$ cat src/sv/ir_pdd_pkg.sv
package ir_pdd_pkg;

  localparam int unsigned TimeW  = 32;
  localparam int unsigned TolW   = 20;
  localparam int unsigned CountW = 6;
  localparam int unsigned MotionW = 3;
  localparam int unsigned CfgIdxW = 3;
  localparam int unsigned CfgDataW = 32;

  // Key codes of the remote
  localparam logic [TimeW-1:0] KeyUp    = 32'd551486205;
  localparam logic [TimeW-1:0] KeyLeft  = 32'd551542815;
  localparam logic [TimeW-1:0] KeyDown  = 32'd551518845;
  localparam logic [TimeW-1:0] KeyRight = 32'd551510175;
  localparam logic [TimeW-1:0] KeyOk    = 32'd551494365;
  localparam logic [TimeW-1:0] KeyPower = 32'd551489775;

  // Register reset values
  localparam logic [TimeW-1:0]  LeaderMinRst  = 32'd520000;
  localparam logic [TimeW-1:0]  LeaderMaxRst  = 32'd560000;
  localparam logic [TimeW-1:0]  ZeroTimeRst   = 32'd45000;
  localparam logic [TimeW-1:0]  OneTimeRst    = 32'd90000;
  localparam logic [TolW-1:0]   BitTolRst     = 20'd5000;
  localparam logic [TimeW-1:0]  FrameTotalRst = 32'd2800000;
  localparam logic [CountW-1:0] EdgesRst      = 6'd33;

  typedef enum logic [CfgIdxW-1:0] {
    CFG_LEADER_MIN  = 3'd0,
    CFG_LEADER_MAX  = 3'd1,
    CFG_ZERO_TIME   = 3'd2,
    CFG_ONE_TIME    = 3'd3,
    CFG_BIT_TOL     = 3'd4,
    CFG_FRAME_TOTAL = 3'd5,
    CFG_EDGES       = 3'd6
  } cfg_idx_e;

  typedef enum logic [3:0] {
    PH_IDLE   = 4'b0001,
    PH_LEADER = 4'b0010,
    PH_BITS   = 4'b0100,
    PH_ACTION = 4'b1000
  } phase_e;

  typedef enum logic [MotionW-1:0] {
    MOT_NONE    = 3'd0,
    MOT_STOP    = 3'd1,
    MOT_FORWARD = 3'd2,
    MOT_REVERSE = 3'd3,
    MOT_CCW     = 3'd4,
    MOT_CW      = 3'd5
  } motion_e;

  typedef struct packed {
    logic [MotionW-1:0] motion;
    logic               auto_on;
    logic               led_off;
    logic               frame_done;
    logic [TimeW-1:0]   frame_code;
  } cmd_t;

endpackage

$ cat src/sv/ir_pdd_edge_if.sv
interface ir_pdd_edge_if import ir_pdd_pkg::*; ();
  logic             valid;
  logic             ready;
  logic [TimeW-1:0] edge_time;

  modport source (output valid, output edge_time, input ready);
  modport sink   (input valid, input edge_time, output ready);
endinterface

$ cat src/sv/ir_pdd_cmd_if.sv
interface ir_pdd_cmd_if import ir_pdd_pkg::*; ();
  logic               valid;
  logic               ready;
  logic [MotionW-1:0] motion;
  logic               auto_on;
  logic               led_off;
  logic               frame_done;
  logic [TimeW-1:0]   frame_code;

  modport source (output valid, output motion, output auto_on, output led_off,
                  output frame_done, output frame_code, input ready);
  modport sink   (input valid, input motion, input auto_on, input led_off,
                  input frame_done, input frame_code, output ready);
endinterface

$ cat src/sv/ir_pdd_cfg_if.sv
interface ir_pdd_cfg_if import ir_pdd_pkg::*; ();
  logic                valid;
  logic                ready;
  logic [CfgIdxW-1:0]  index;
  logic [CfgDataW-1:0] data;

  modport source (output valid, output index, output data, input ready);
  modport sink   (input valid, input index, input data, output ready);
endinterface

$ cat src/sv/ir_pulse_distance_decoder.sv
// Pulse-distance IR remote decoder.
// edge_i carries one item per falling edge of the IR receiver: the value of a
// free-running tick counter at that edge. cmd_o returns exactly one item per
// edge item: motion command, auto mode flag, LED-off request, and on the edge
// after a frame ends, frame_done with the decoded 32-bit code.
// cfg_i writes the timing registers (index 0..6); it is always ready and is
// only to be used while no edge item is in flight.
// An accepted item passes through the input register, then the result
// register, to cmd_o. Throughput: one item per cycle while cmd_o does not
// stall; the whole decode of an edge is one pass of compare, shift and add
// logic between the two registers.
// When cmd_o stalls, the result register holds its item and the input register
// takes one more; edge_i.ready then drops until the result is taken.
// Reset (rst_ni low) returns to idle, clears the frame state and auto mode and
// loads the default timing registers.
module ir_pulse_distance_decoder import ir_pdd_pkg::*; (
  input  logic             clk_i,
  input  logic             rst_ni,
  ir_pdd_edge_if.sink      edge_i,
  ir_pdd_cfg_if.sink       cfg_i,
  ir_pdd_cmd_if.source     cmd_o
);

  // Timing registers
  logic [TimeW-1:0]  leader_min_q, leader_max_q, zero_time_q, one_time_q, frame_total_q;
  logic [TolW-1:0]   bit_tol_q;
  logic [CountW-1:0] edges_q;

  // Bit windows, recomputed from the registers every cycle
  logic [TimeW-1:0] zero_lo_q, one_lo_q;
  logic [TimeW:0]   zero_hi_q, one_hi_q;

  // Frame state
  phase_e            phase_q, phase_d;
  logic [TimeW-1:0]  ref_q, ref_d;
  logic [TimeW-1:0]  code_q, code_d;
  logic [TimeW-1:0]  sum_q, sum_d;
  logic [CountW-1:0] count_q, count_d;
  logic              auto_q, auto_d;

  // Pipeline registers
  logic             in_valid_q;
  logic [TimeW-1:0] in_time_q;
  logic             out_valid_q;
  cmd_t             out_q, res;

  logic             advance;
  logic [TimeW-1:0] diff;
  logic             zero_hit, one_hit;
  logic [TimeW-1:0] sum_inc;

  assign cfg_i.ready = 1'b1;

  // Configuration writes
  always_ff @(posedge clk_i or negedge rst_ni) begin
    if (!rst_ni) begin
      leader_min_q  <= LeaderMinRst;
      leader_max_q  <= LeaderMaxRst;
      zero_time_q   <= ZeroTimeRst;
      one_time_q    <= OneTimeRst;
      bit_tol_q     <= BitTolRst;
      frame_total_q <= FrameTotalRst;
      edges_q       <= EdgesRst;
    end else if (cfg_i.valid) begin
      unique case (cfg_i.index)
        CFG_LEADER_MIN:  leader_min_q  <= cfg_i.data;
        CFG_LEADER_MAX:  leader_max_q  <= cfg_i.data;
        CFG_ZERO_TIME:   zero_time_q   <= cfg_i.data;
        CFG_ONE_TIME:    one_time_q    <= cfg_i.data;
        CFG_BIT_TOL:     bit_tol_q     <= cfg_i.data[TolW-1:0];
        CFG_FRAME_TOTAL: frame_total_q <= cfg_i.data;
        CFG_EDGES:       edges_q       <= cfg_i.data[CountW-1:0];
        default: ;  // writes beyond the register list are dropped
      endcase
    end
  end

  // Window bounds: lower saturates at zero, upper keeps its carry bit.
  // A write settles here in the next cycle, before any item can reach the decode.
  always_ff @(posedge clk_i) begin
    zero_lo_q <= (zero_time_q >= TimeW'(bit_tol_q)) ? zero_time_q - TimeW'(bit_tol_q) : '0;
    one_lo_q  <= (one_time_q >= TimeW'(bit_tol_q)) ? one_time_q - TimeW'(bit_tol_q) : '0;
    zero_hi_q <= {1'b0, zero_time_q} + (TimeW+1)'(bit_tol_q);
    one_hi_q  <= {1'b0, one_time_q} + (TimeW+1)'(bit_tol_q);
  end

  // Advance the held item when the result register is free or being drained
  assign advance     = in_valid_q && (!out_valid_q || cmd_o.ready);
  assign edge_i.ready = !in_valid_q || advance;

  assign diff     = in_time_q - ref_q;
  assign zero_hit = (diff >= zero_lo_q) && ({1'b0, diff} <= zero_hi_q);
  assign one_hit  = (diff >= one_lo_q) && ({1'b0, diff} <= one_hi_q);
  // Both windows matching adds the interval twice
  assign sum_inc  = (zero_hit && one_hit) ? {diff[TimeW-2:0], 1'b0} : diff;

  always_comb begin
    phase_d = phase_q;
    ref_d   = ref_q;
    code_d  = code_q;
    sum_d   = sum_q;
    count_d = count_q;
    auto_d  = auto_q;
    res     = '0;

    unique case (phase_q)
      PH_IDLE: begin
        ref_d   = in_time_q;
        phase_d = PH_LEADER;
      end
      PH_LEADER: begin
        if (diff >= leader_min_q && diff <= leader_max_q) begin
          ref_d   = in_time_q;
          phase_d = PH_BITS;
        end else begin
          phase_d = PH_IDLE;
        end
      end
      PH_BITS: begin
        priority if (zero_hit && one_hit) begin
          code_d = {code_q[TimeW-3:0], 2'b01};
        end else if (one_hit) begin
          code_d = {code_q[TimeW-2:0], 1'b1};
        end else if (zero_hit) begin
          code_d = {code_q[TimeW-2:0], 1'b0};
        end else begin
          // no window matched: hold the code
        end
        if (zero_hit || one_hit) begin
          sum_d = sum_q + sum_inc;
          ref_d = in_time_q;
        end
        count_d = count_q + CountW'(1);
        if (count_d >= edges_q || sum_d == frame_total_q) phase_d = PH_ACTION;
      end
      PH_ACTION: begin
        res.frame_done = 1'b1;
        res.frame_code = code_q;
        priority if (code_q == KeyOk) begin
          res.motion = MOT_STOP;
          auto_d     = 1'b0;
        end else if (code_q == KeyUp) begin
          res.motion  = MOT_FORWARD;
          auto_d      = 1'b0;
          res.led_off = 1'b1;
        end else if (code_q == KeyDown) begin
          res.motion  = MOT_REVERSE;
          auto_d      = 1'b0;
          res.led_off = 1'b1;
        end else if (code_q == KeyLeft) begin
          res.motion  = MOT_CCW;
          auto_d      = 1'b0;
          res.led_off = 1'b1;
        end else if (code_q == KeyRight) begin
          res.motion  = MOT_CW;
          auto_d      = 1'b0;
          res.led_off = 1'b1;
        end else if (code_q == KeyPower) begin
          res.motion  = MOT_STOP;
          auto_d      = !auto_q;
          res.led_off = auto_q;
        end else begin
          // unknown code: no command, keep auto mode
        end
        // Drop the frame and return to idle
        phase_d = PH_IDLE;
        ref_d   = '0;
        code_d  = '0;
        sum_d   = '0;
        count_d = '0;
      end
      default: phase_d = PH_IDLE;
    endcase
    res.auto_on = auto_d;
  end

  always_ff @(posedge clk_i or negedge rst_ni) begin
    if (!rst_ni) begin
      phase_q <= PH_IDLE;
      ref_q   <= '0;
      code_q  <= '0;
      sum_q   <= '0;
      count_q <= '0;
      auto_q  <= 1'b0;
    end else if (advance) begin
      phase_q <= phase_d;
      ref_q   <= ref_d;
      code_q  <= code_d;
      sum_q   <= sum_d;
      count_q <= count_d;
      auto_q  <= auto_d;
    end
  end

  // Input register
  always_ff @(posedge clk_i or negedge rst_ni) begin
    if (!rst_ni) begin
      in_valid_q <= 1'b0;
    end else if (edge_i.valid && edge_i.ready) begin
      in_valid_q <= 1'b1;
    end else if (advance) begin
      in_valid_q <= 1'b0;
    end
  end

  always_ff @(posedge clk_i) begin
    if (edge_i.valid && edge_i.ready) in_time_q <= edge_i.edge_time;
  end

  // Result register
  always_ff @(posedge clk_i or negedge rst_ni) begin
    if (!rst_ni) begin
      out_valid_q <= 1'b0;
    end else if (advance) begin
      out_valid_q <= 1'b1;
    end else if (cmd_o.ready) begin
      out_valid_q <= 1'b0;
    end
  end

  always_ff @(posedge clk_i) begin
    if (advance) out_q <= res;
  end

  assign cmd_o.valid      = out_valid_q;
  assign cmd_o.motion     = out_q.motion;
  assign cmd_o.auto_on    = out_q.auto_on;
  assign cmd_o.led_off    = out_q.led_off;
  assign cmd_o.frame_done = out_q.frame_done;
  assign cmd_o.frame_code = out_q.frame_code;

  // The action always ends in idle
  a_action_to_idle: assert property (@(posedge clk_i) disable iff (!rst_ni)
    (advance && phase_q == PH_ACTION) |=> (phase_q == PH_IDLE))
    else $error("action edge did not return to idle");

  // Outside a finished frame the command fields stay quiet
  a_quiet_result: assert property (@(posedge clk_i) disable iff (!rst_ni)
    (cmd_o.valid && !cmd_o.frame_done) |->
      (cmd_o.frame_code == '0 && cmd_o.motion == MOT_NONE && !cmd_o.led_off))
    else $error("command reported without a finished frame");

  // Idle carries no frame state
  a_idle_clean: assert property (@(posedge clk_i) disable iff (!rst_ni)
    (phase_q == PH_IDLE) |-> (code_q == '0 && sum_q == '0 && count_q == '0))
    else $error("frame state left over in idle");

endmodule

$ cat src/flat_wrapper.sv
// flat-port wrapper written by rule: the top's interface ports become plain ports
module ir_pulse_distance_decoder_flat import ir_pdd_pkg::*;
  (clk_i, rst_ni, edge_i_valid, edge_i_edge_time, edge_i_ready, cfg_i_valid, cfg_i_index, cfg_i_data, cfg_i_ready, cmd_o_valid, cmd_o_motion, cmd_o_auto_on, cmd_o_led_off, cmd_o_frame_done, cmd_o_frame_code, cmd_o_ready);
  ir_pdd_edge_if edge_i_i ();
  ir_pdd_cfg_if cfg_i_i ();
  ir_pdd_cmd_if cmd_o_i ();
  input  logic clk_i;
  input  logic rst_ni;
  input wire logic [$bits(edge_i_i.valid)-1:0] edge_i_valid;
  input wire logic [$bits(edge_i_i.edge_time)-1:0] edge_i_edge_time;
  output wire logic [$bits(edge_i_i.ready)-1:0] edge_i_ready;
  input wire logic [$bits(cfg_i_i.valid)-1:0] cfg_i_valid;
  input wire logic [$bits(cfg_i_i.index)-1:0] cfg_i_index;
  input wire logic [$bits(cfg_i_i.data)-1:0] cfg_i_data;
  output wire logic [$bits(cfg_i_i.ready)-1:0] cfg_i_ready;
  output wire logic [$bits(cmd_o_i.valid)-1:0] cmd_o_valid;
  output wire logic [$bits(cmd_o_i.motion)-1:0] cmd_o_motion;
  output wire logic [$bits(cmd_o_i.auto_on)-1:0] cmd_o_auto_on;
  output wire logic [$bits(cmd_o_i.led_off)-1:0] cmd_o_led_off;
  output wire logic [$bits(cmd_o_i.frame_done)-1:0] cmd_o_frame_done;
  output wire logic [$bits(cmd_o_i.frame_code)-1:0] cmd_o_frame_code;
  input wire logic [$bits(cmd_o_i.ready)-1:0] cmd_o_ready;
  assign edge_i_i.valid = edge_i_valid;
  assign edge_i_i.edge_time = edge_i_edge_time;
  assign edge_i_ready = edge_i_i.ready;
  assign cfg_i_i.valid = cfg_i_valid;
  assign cfg_i_i.index = cfg_i_index;
  assign cfg_i_i.data = cfg_i_data;
  assign cfg_i_ready = cfg_i_i.ready;
  assign cmd_o_valid = cmd_o_i.valid;
  assign cmd_o_motion = cmd_o_i.motion;
  assign cmd_o_auto_on = cmd_o_i.auto_on;
  assign cmd_o_led_off = cmd_o_i.led_off;
  assign cmd_o_frame_done = cmd_o_i.frame_done;
  assign cmd_o_frame_code = cmd_o_i.frame_code;
  assign cmd_o_i.ready = cmd_o_ready;
  ir_pulse_distance_decoder u_core (.clk_i(clk_i), .rst_ni(rst_ni), .edge_i(edge_i_i), .cfg_i(cfg_i_i), .cmd_o(cmd_o_i));
endmodule
$ cat config.mk
export PLATFORM = sky130hd
export DESIGN_NAME = ir_pulse_distance_decoder_flat
export DESIGN_NICKNAME = d
export VERILOG_FILES = /design/src/sv/ir_pdd_pkg.sv /design/src/sv/ir_pdd_edge_if.sv /design/src/sv/ir_pdd_cmd_if.sv /design/src/sv/ir_pdd_cfg_if.sv /design/src/sv/ir_pulse_distance_decoder.sv /design/src/flat_wrapper.sv
export SDC_FILE = /design/constraint.sdc
export NUM_CORES = 1
export LEC_CHECK = 0
export ABC_AREA = 0
export BUFFER_PORTS_ARGS = -buffer_cell sky130_fd_sc_hd__buf_2
export CAP_MARGIN = 30
export CORE_UTILIZATION = 37
export DETAILED_ROUTE_END_ITERATION = 10
export PLACE_DENSITY_LB_ADDON = 0.05
export SLEW_MARGIN = 25
export SYNTH_ARGS = -nofsm -noshare
export SYNTH_HDL_FRONTEND = slang
export SYNTH_SLANG_ARGS = --single-unit
$ cat constraint.sdc
create_clock -name clk_i -period 12.9 [get_ports clk_i]
set_input_delay 0 -clock clk_i [delete_from_list [all_inputs] [get_ports clk_i]]
set_output_delay 0 -clock clk_i [all_outputs]
set_load 0.005 [all_outputs]
==> impl_metrics.yaml, run 1 <==
outcome:
  outcome: "completed"
hold_path:
  min_path_type: "in -> reg"
  whs_path_depth: 2
synthesis:
  synth_cell_types: 83
  synth-edff-count: 70
  synth_seq_cells: 495
  ys_seq_area_share_pct: 39.8
  synth_nets: 3624
  syn_area_um2: 30500
  avgSynthCellArea_um2: 9.54
  ys.flop_type: "dfrtp_1"
  ys.warnings.count: 0
  synthCells: 3197
  synthArstFlopShare_pct: 59.6
sta:
  rsz0062_at_grt: "false"
  hold_viol: 0
  maxSlewHeadroom_pct: 37.8
  max_slew.worst_pin.slew_ns: 0.929
  drv_slew: 0
  hold_ws_ns: 0.0790
  tns_ns: 0
  finalSetupViolCount: 0
  finalClockSkew_ns: 0.0262
  fmax_ghz: 0.0977
  finalCriticalPeriod_ns: 10.23
  fin_crit_sh_pct: 79.3
global_route:
  antenna_found_initial: 0
  grt_max_degree: 96
  grtUsageTotal_pct: 22.3
  overflow: 0
  grt_pass1_wl_um: 144000
  grt_pass1_vias: 24500
cells_and_area:
  final_nets: 3820
  design_area_um2: 35300
  final_core_util_pct: 43.6
  top_regs: "u_core.one_hi_q: 33 flops, u_core.zero_hi_q: 33 flops"
  post_route_cells_drive_above_1_share_pct: 14.3
  fill_cells: 7898
  areaGrowthSynthToFinish_pct: 15.9
drt:
  drt_first_pass_iters: 5
  dr_total_vias: 23600
  wire_per_inst_um: 20.4
  drc_errors: 0
  drt_iter0_markers: 1341
  final_antenna_net_count: 0
  drt_wl_total_um: 92000
  viasPerCell: 5.23
floorplan:
  die_x_um: 289
  dieArea_um2: 83600
  start_util_pct: 37.6
  core_um2: 81100
  die_y_um: 289
  rows: 104
  ios: 113
clock_tree:
  clockBufferDepth: 3
  h-tree-depth: 2
  cts_tree: "done"
  post_cts_buffers: 0
  cts_buffers: 60
  root_buffer: "clkbuf_16"
  clk_pin_slew_ns: 0.06
  clk-insertion-delay-late_ns: 0.64
  cts.sinks: 495
setup_path:
  required_ns: 13.40
  arrival_ns: 10.73
  crit_path_end_kind: "flip-flop"
  rr_worst_depth: 36
  slowest_delay_ns: 0.64
  cp-start-kind: "flip-flop"
  crit_path_max_fanout: 32
  crit_slowest_cell: "xor2_1"
  critPathKind: "reg -> reg"
  cpMostUsedCell: "a211oi_1"
power_and_ir_drop:
  powerDensity_nw_per_um2: 299
  ir_drop_v: 0.000141
  p_total_mw: 10.6
  leakage_nw: 16.4
placed_design:
  placed_area_um2: 32500
  place_congestion: 0.907
  io_buffers: 111
  hpwl_um: 70400
job:
  max_cap_violations: 0
==> critical path: cells and delay by family, from the launching register on <==
family,cells,cell delay [ns]
AOI/OAI and AO/OA,18,4.58
and+or+nand+nor,10,2.12
adders and majority gates,3,1.03
buffers and inverters,2,0.77
xor gates and xnor gates,2,0.77
DFF,1,0.39
muxes,1,0.38
==> cells in the mapped netlist (13+ instances only) <==
cell | n | share of area (%)
a211oi_1 | 25 | 0.62
a21o_1 | 58 | 1.4
a21oi_1 | 164 | 2.7
a22o_1 | 28 | 0.80
a31oi_1 | 16 | 0.33
and3_1 | 47 | 0.96
clkbuf_1 | 97 | 1.2
dfrtp_1 | 243 | 20
dfstp_2 | 52 | 4.5
dfxtp_1 | 130 | 8.5
edfxtp_1 | 70 | 6.9
ha_1 | 349 | 14
inv_1 | 339 | 4.2
mux2_2 | 136 | 5.0
mux2i_1 | 64 | 2.1
nand2_1 | 273 | 3.4
nand2b_1 | 32 | 0.66
nand3_1 | 55 | 0.90
nand4_1 | 50 | 1.0
nor2_1 | 171 | 2.1
nor2b_1 | 35 | 0.72
nor3_1 | 63 | 1.0
nor4_1 | 20 | 0.41
o211ai_1 | 13 | 0.32
o21a_1 | 23 | 0.57
o21ai_0 | 195 | 3.2
o21bai_1 | 28 | 0.69
o31ai_1 | 42 | 1.0
or3_1 | 15 | 0.31
xnor2_1 | 111 | 3.2
xor2_1 | 69 | 2.0
==> routing by layer <==
metal	vias to the layer above	wire length (um)	global-route usage (%)
met5	-	0	0
met4	0	2510	6.37
met3	131	2610	2.20
met2	378	43100	37.7
met1	11400	43800	30.2
li1	11600	-	-
==> kinds of logic after synthesis <==
| logic type | Yosys count | synth area share (%) |
|---|---|---|
| adder cells (fa/ha/maj) | 355 | 14.7 |
| other | 1 | 0.0123 |
| AND/OR/NAND/NOR | 834 | 13.4 |
| XOR/XNOR | 180 | 5.17 |
| buffers and inverters | 447 | 5.55 |
| AO/OA/AOI/OAI | 685 | 14.2 |
| multiplexers | 200 | 7.12 |
| flip-flops | 495 | 39.8 |
==> final timing paths <==
kind	to	from	slack [ns]
worst min-delay path	u_core.in_time_q[5]$_DFFE_PP_	edge_i_edge_time[5]	0.08
min in group asynchronous	u_core.edges_q[5]$_DFFE_PN1P_	rst_ni	0.50
worst max register to register	u_core.phase_q[2]$_DFFE_PN0P_	u_core.in_time_q[2]$_DFFE_PP_	2.67
worst min register to register	u_core.edges_q[1]$_DFFE_PN0P_	u_core.edges_q[1]$_DFFE_PN0P_	0.51
worst max-delay path	u_core.phase_q[2]$_DFFE_PN0P_	u_core.in_time_q[2]$_DFFE_PP_	2.67
max in group asynchronous	u_core.leader_min_q[22]$_DFFE_PN0P_	rst_ni	10.88
==> where the power goes <==
| part | switching, mW | internal, mW | leakage (nW) |
|---|---|---|---|
| Combinational | 3.94 | 2.59 | 10.0 |
| Clock | 0.704 | 1.02 | 0.983 |
| Sequential | 0.277 | 2.04 | 5.37 |
==> timing repair <==
item | in CTS | in global routing
hold buffers | 76 | 0
hold endpoints to repair | 309 | 0
gates resized for setup | 0 | 0
==> through the flow <==
step | instances | setup slack [ns]
after global routing | 4505 | 1.89
after detailed placement | 4314 | 2.64
final | 4506 | 2.67
after CTS | 4504 | 2.59
after global placement | 4311 | 2.71
after floorplan | 3197 | 4.18
==> cell type report <==
type	instances	area, um^2	share of cell area [%]
timing repair buffer	241	1800	5.09
inverter	340	1280	3.61
sequential	495	12200	34.4
multi-input combinational	2255	16800	47.5
tap	1060	1330	3.75
antenna	1	2.50	0.00708
clock inverter	15	119	0.336
clock buffer	99	1890	5.35
==> placed cells by master, fill, tap and decap left out, types with 68 or more instances in the layout <==
master	n
dfxtp_1	130
xnor2_1	103
inv_1	339
nand2_1	273
edfxtp_1	70
nor2_1	169
dlygate4sd3_1	75
mux2_2	136
ha_1	349
xor2_1	68
buf_2	111
dfrtp_1	243
a21oi_1	164
o21ai_0	195
No activity file was read; power rests on OpenSTA's default activity.
==> run 2: changes to the inputs <==
Clock period 12.9 ns to 9.85 ns, I/O delays scaled along.
==> run 2 against run 1 <==
Effect of this change:
- global-route usage increased by 0.48 points
- first-iteration DRC count increased by 0.22%
- critical path type unchanged
- register-to-register slack got worse by 2.0 ns
- highest routed layer unchanged
- non-clock buffer count increased by 9
- clock skew decreased by 0.0094 ns
- largest cell class unchanged
- cell area increased by 0.11%
- sequential cell count unchanged
- largest power group unchanged
==> impl_metrics.yaml, run 2 (same netlist as run 1, synthesis figures left out) <==
cells_and_area:
  post_route_cells_drive_above_1_share_pct: 14.6
  final_common_cell: "ha_1"
  layout_common_cells: "349 x ha_1, 339 x inv_1, 273 x nand2_1"
  areaGrowthSynthToFinish_pct: 16.0
  final_nets: 3829
  final_core_util_pct: 43.6
  top_regs: "u_core.one_hi_q: 33 flops, u_core.zero_hi_q: 33 flops"
  fill_cells: 7848
setup_path:
  critPathBufInv: 3
  slowest_delay_ns: 0.41
  crit_slowest_cell: "edfxtp_1"
  arrival_ns: 9.73
  crit_path_max_fanout: 16
  cp_top_family: "compound AO/OA/AOI/OAI gates"
  required_ns: 10.37
  critPathKind: "reg -> reg"
  crit_path_end_kind: "flip-flop"
  cpMostUsedCell: "ha_1"
  cp-start-kind: "flip-flop"
clock_tree:
  post_cts_buffers: 0
  root_buffer: "clkbuf_16"
  cts.sinks: 495
  cts_buffers: 60
  clk-insertion-delay-late_ns: 0.63
  clk_pin_slew_ns: 0.06
  clockBufferDepth: 3
  h-tree-depth: 2
  cts_tree: "done"
sta:
  finalClockSkew_ns: 0.0168
  fmax_ghz: 0.109
  finalCriticalPeriod_ns: 9.21
  finalSetupViolCount: 0
  fin_crit_sh_pct: 93.5
  hold_viol: 0
  maxSlewHeadroom_pct: 27.9
  hold_ws_ns: 0.00543
  max_slew.worst_pin.slew_ns: 1.07
  drv_slew: 0
floorplan:
  rows: 104
  ios: 113
  start_util_pct: 37.6
  dieArea_um2: 83600
  core_um2: 81100
  die_x_um: 289
  die_y_um: 289
drt:
  drt_wl_total_um: 94900
  dr_total_vias: 23800
  wire_per_inst_um: 21.0
  drt_first_pass_iters: 5
  drc_errors: 0
  final_antenna_net_count: 0
  viasPerCell: 5.26
  drt_iter0_markers: 1344
global_route:
  grt_pass1_vias: 24300
  antenna_found_initial: 3
  grt_max_degree: 107
  overflow: 0
  grtUsageTotal_pct: 22.8
  grt_pass1_wl_um: 145000
placed_design:
  hpwl_um: 73400
  place_congestion: 0.954
  io_buffers: 111
power_and_ir_drop:
  ir_drop_v: 0.000196
  powerDensity_nw_per_um2: 398
  leakage_nw: 16.4
  p_total_mw: 14.1
hold_path:
  min_path_type: "in -> async"
job:
  max_cap_violations: 0
outcome:
  outcome: "completed"
## run 2: repair_timing
item	4_1_cts	5_1_grt
endpoints found under the setup margin	0	2
endpoints found under the hold margin	323	0
resized for setup	0	9
hold buffers	75	0
## run 2: metal layers
metal | global-route usage (%) | wire length (um) | vias to the layer above | share of wire, %
met1 | 32.2 | 46400 | 11600 | 49
met4 | 7.01 | 2730 | 0 | 2.9
li1 | - | - | 11600 | -
met3 | 2.41 | 3200 | 128 | 3.4
met2 | 36.4 | 42600 | 447 | 45
met5 | 0 | 0 | - | 0
## run 2: final timing paths
check	startpoint	end	slack [ns]	cells after the start
setup / recovery	u_core.in_time_q[1]$_DFFE_PP_	u_core.phase_q[3]$_DFFE_PN0P_	0.64	40
hold / removal	rst_ni	u_core.code_q[10]$_DFFE_PN0P_	0.005	2
setup reg to reg	u_core.in_time_q[1]$_DFFE_PP_	u_core.phase_q[3]$_DFFE_PN0P_	0.64	40
hold reg to reg	u_core.code_q[31]$_DFFE_PN0P_	u_core.code_q[31]$_DFFE_PN0P_	0.50	2
max in group asynchronous	rst_ni	u_core.zero_time_q[17]$_DFFE_PN0P_	8.44	3
min in group clk_i	edge_i_edge_time[8]	u_core.in_time_q[8]$_DFFE_PP_	0.08	2
## run 2: cell type report
class | instances | area [um^2] | area share, %
repair buffers | 250 | 1860 | 5.25
flip-flops and latches | 495 | 12200 | 34.3
clock buffers | 91 | 1800 | 5.09
clock inverters | 23 | 183 | 0.516
well taps | 1060 | 1330 | 3.75
diodes | 2 | 5.00 | 0.0141
multi-input cells | 2255 | 16800 | 47.4
inverters | 340 | 1280 | 3.61
## run 2: report_power, final
group	internal, mW	total [mW]	switching (mW)
sequential	2.67	3.04	0.368
combinational	3.47	8.84	5.37
clock	1.29	2.21	0.924
total	7.43	14.1	6.66
## run 2: metrics by stage
stage                     std cells  cell area (um^2)  setup TNS [ns]  setup slack (ns)
after floorplan                3197             30500               0              1.13
after CTS                      4513             35300               0             0.263
after global placement         4321             32500               0             0.308
final                          4516             35400               0             0.640
after global routing           4514             35400         -0.0611           -0.0490
after detailed placement       4324             32600               0             0.317
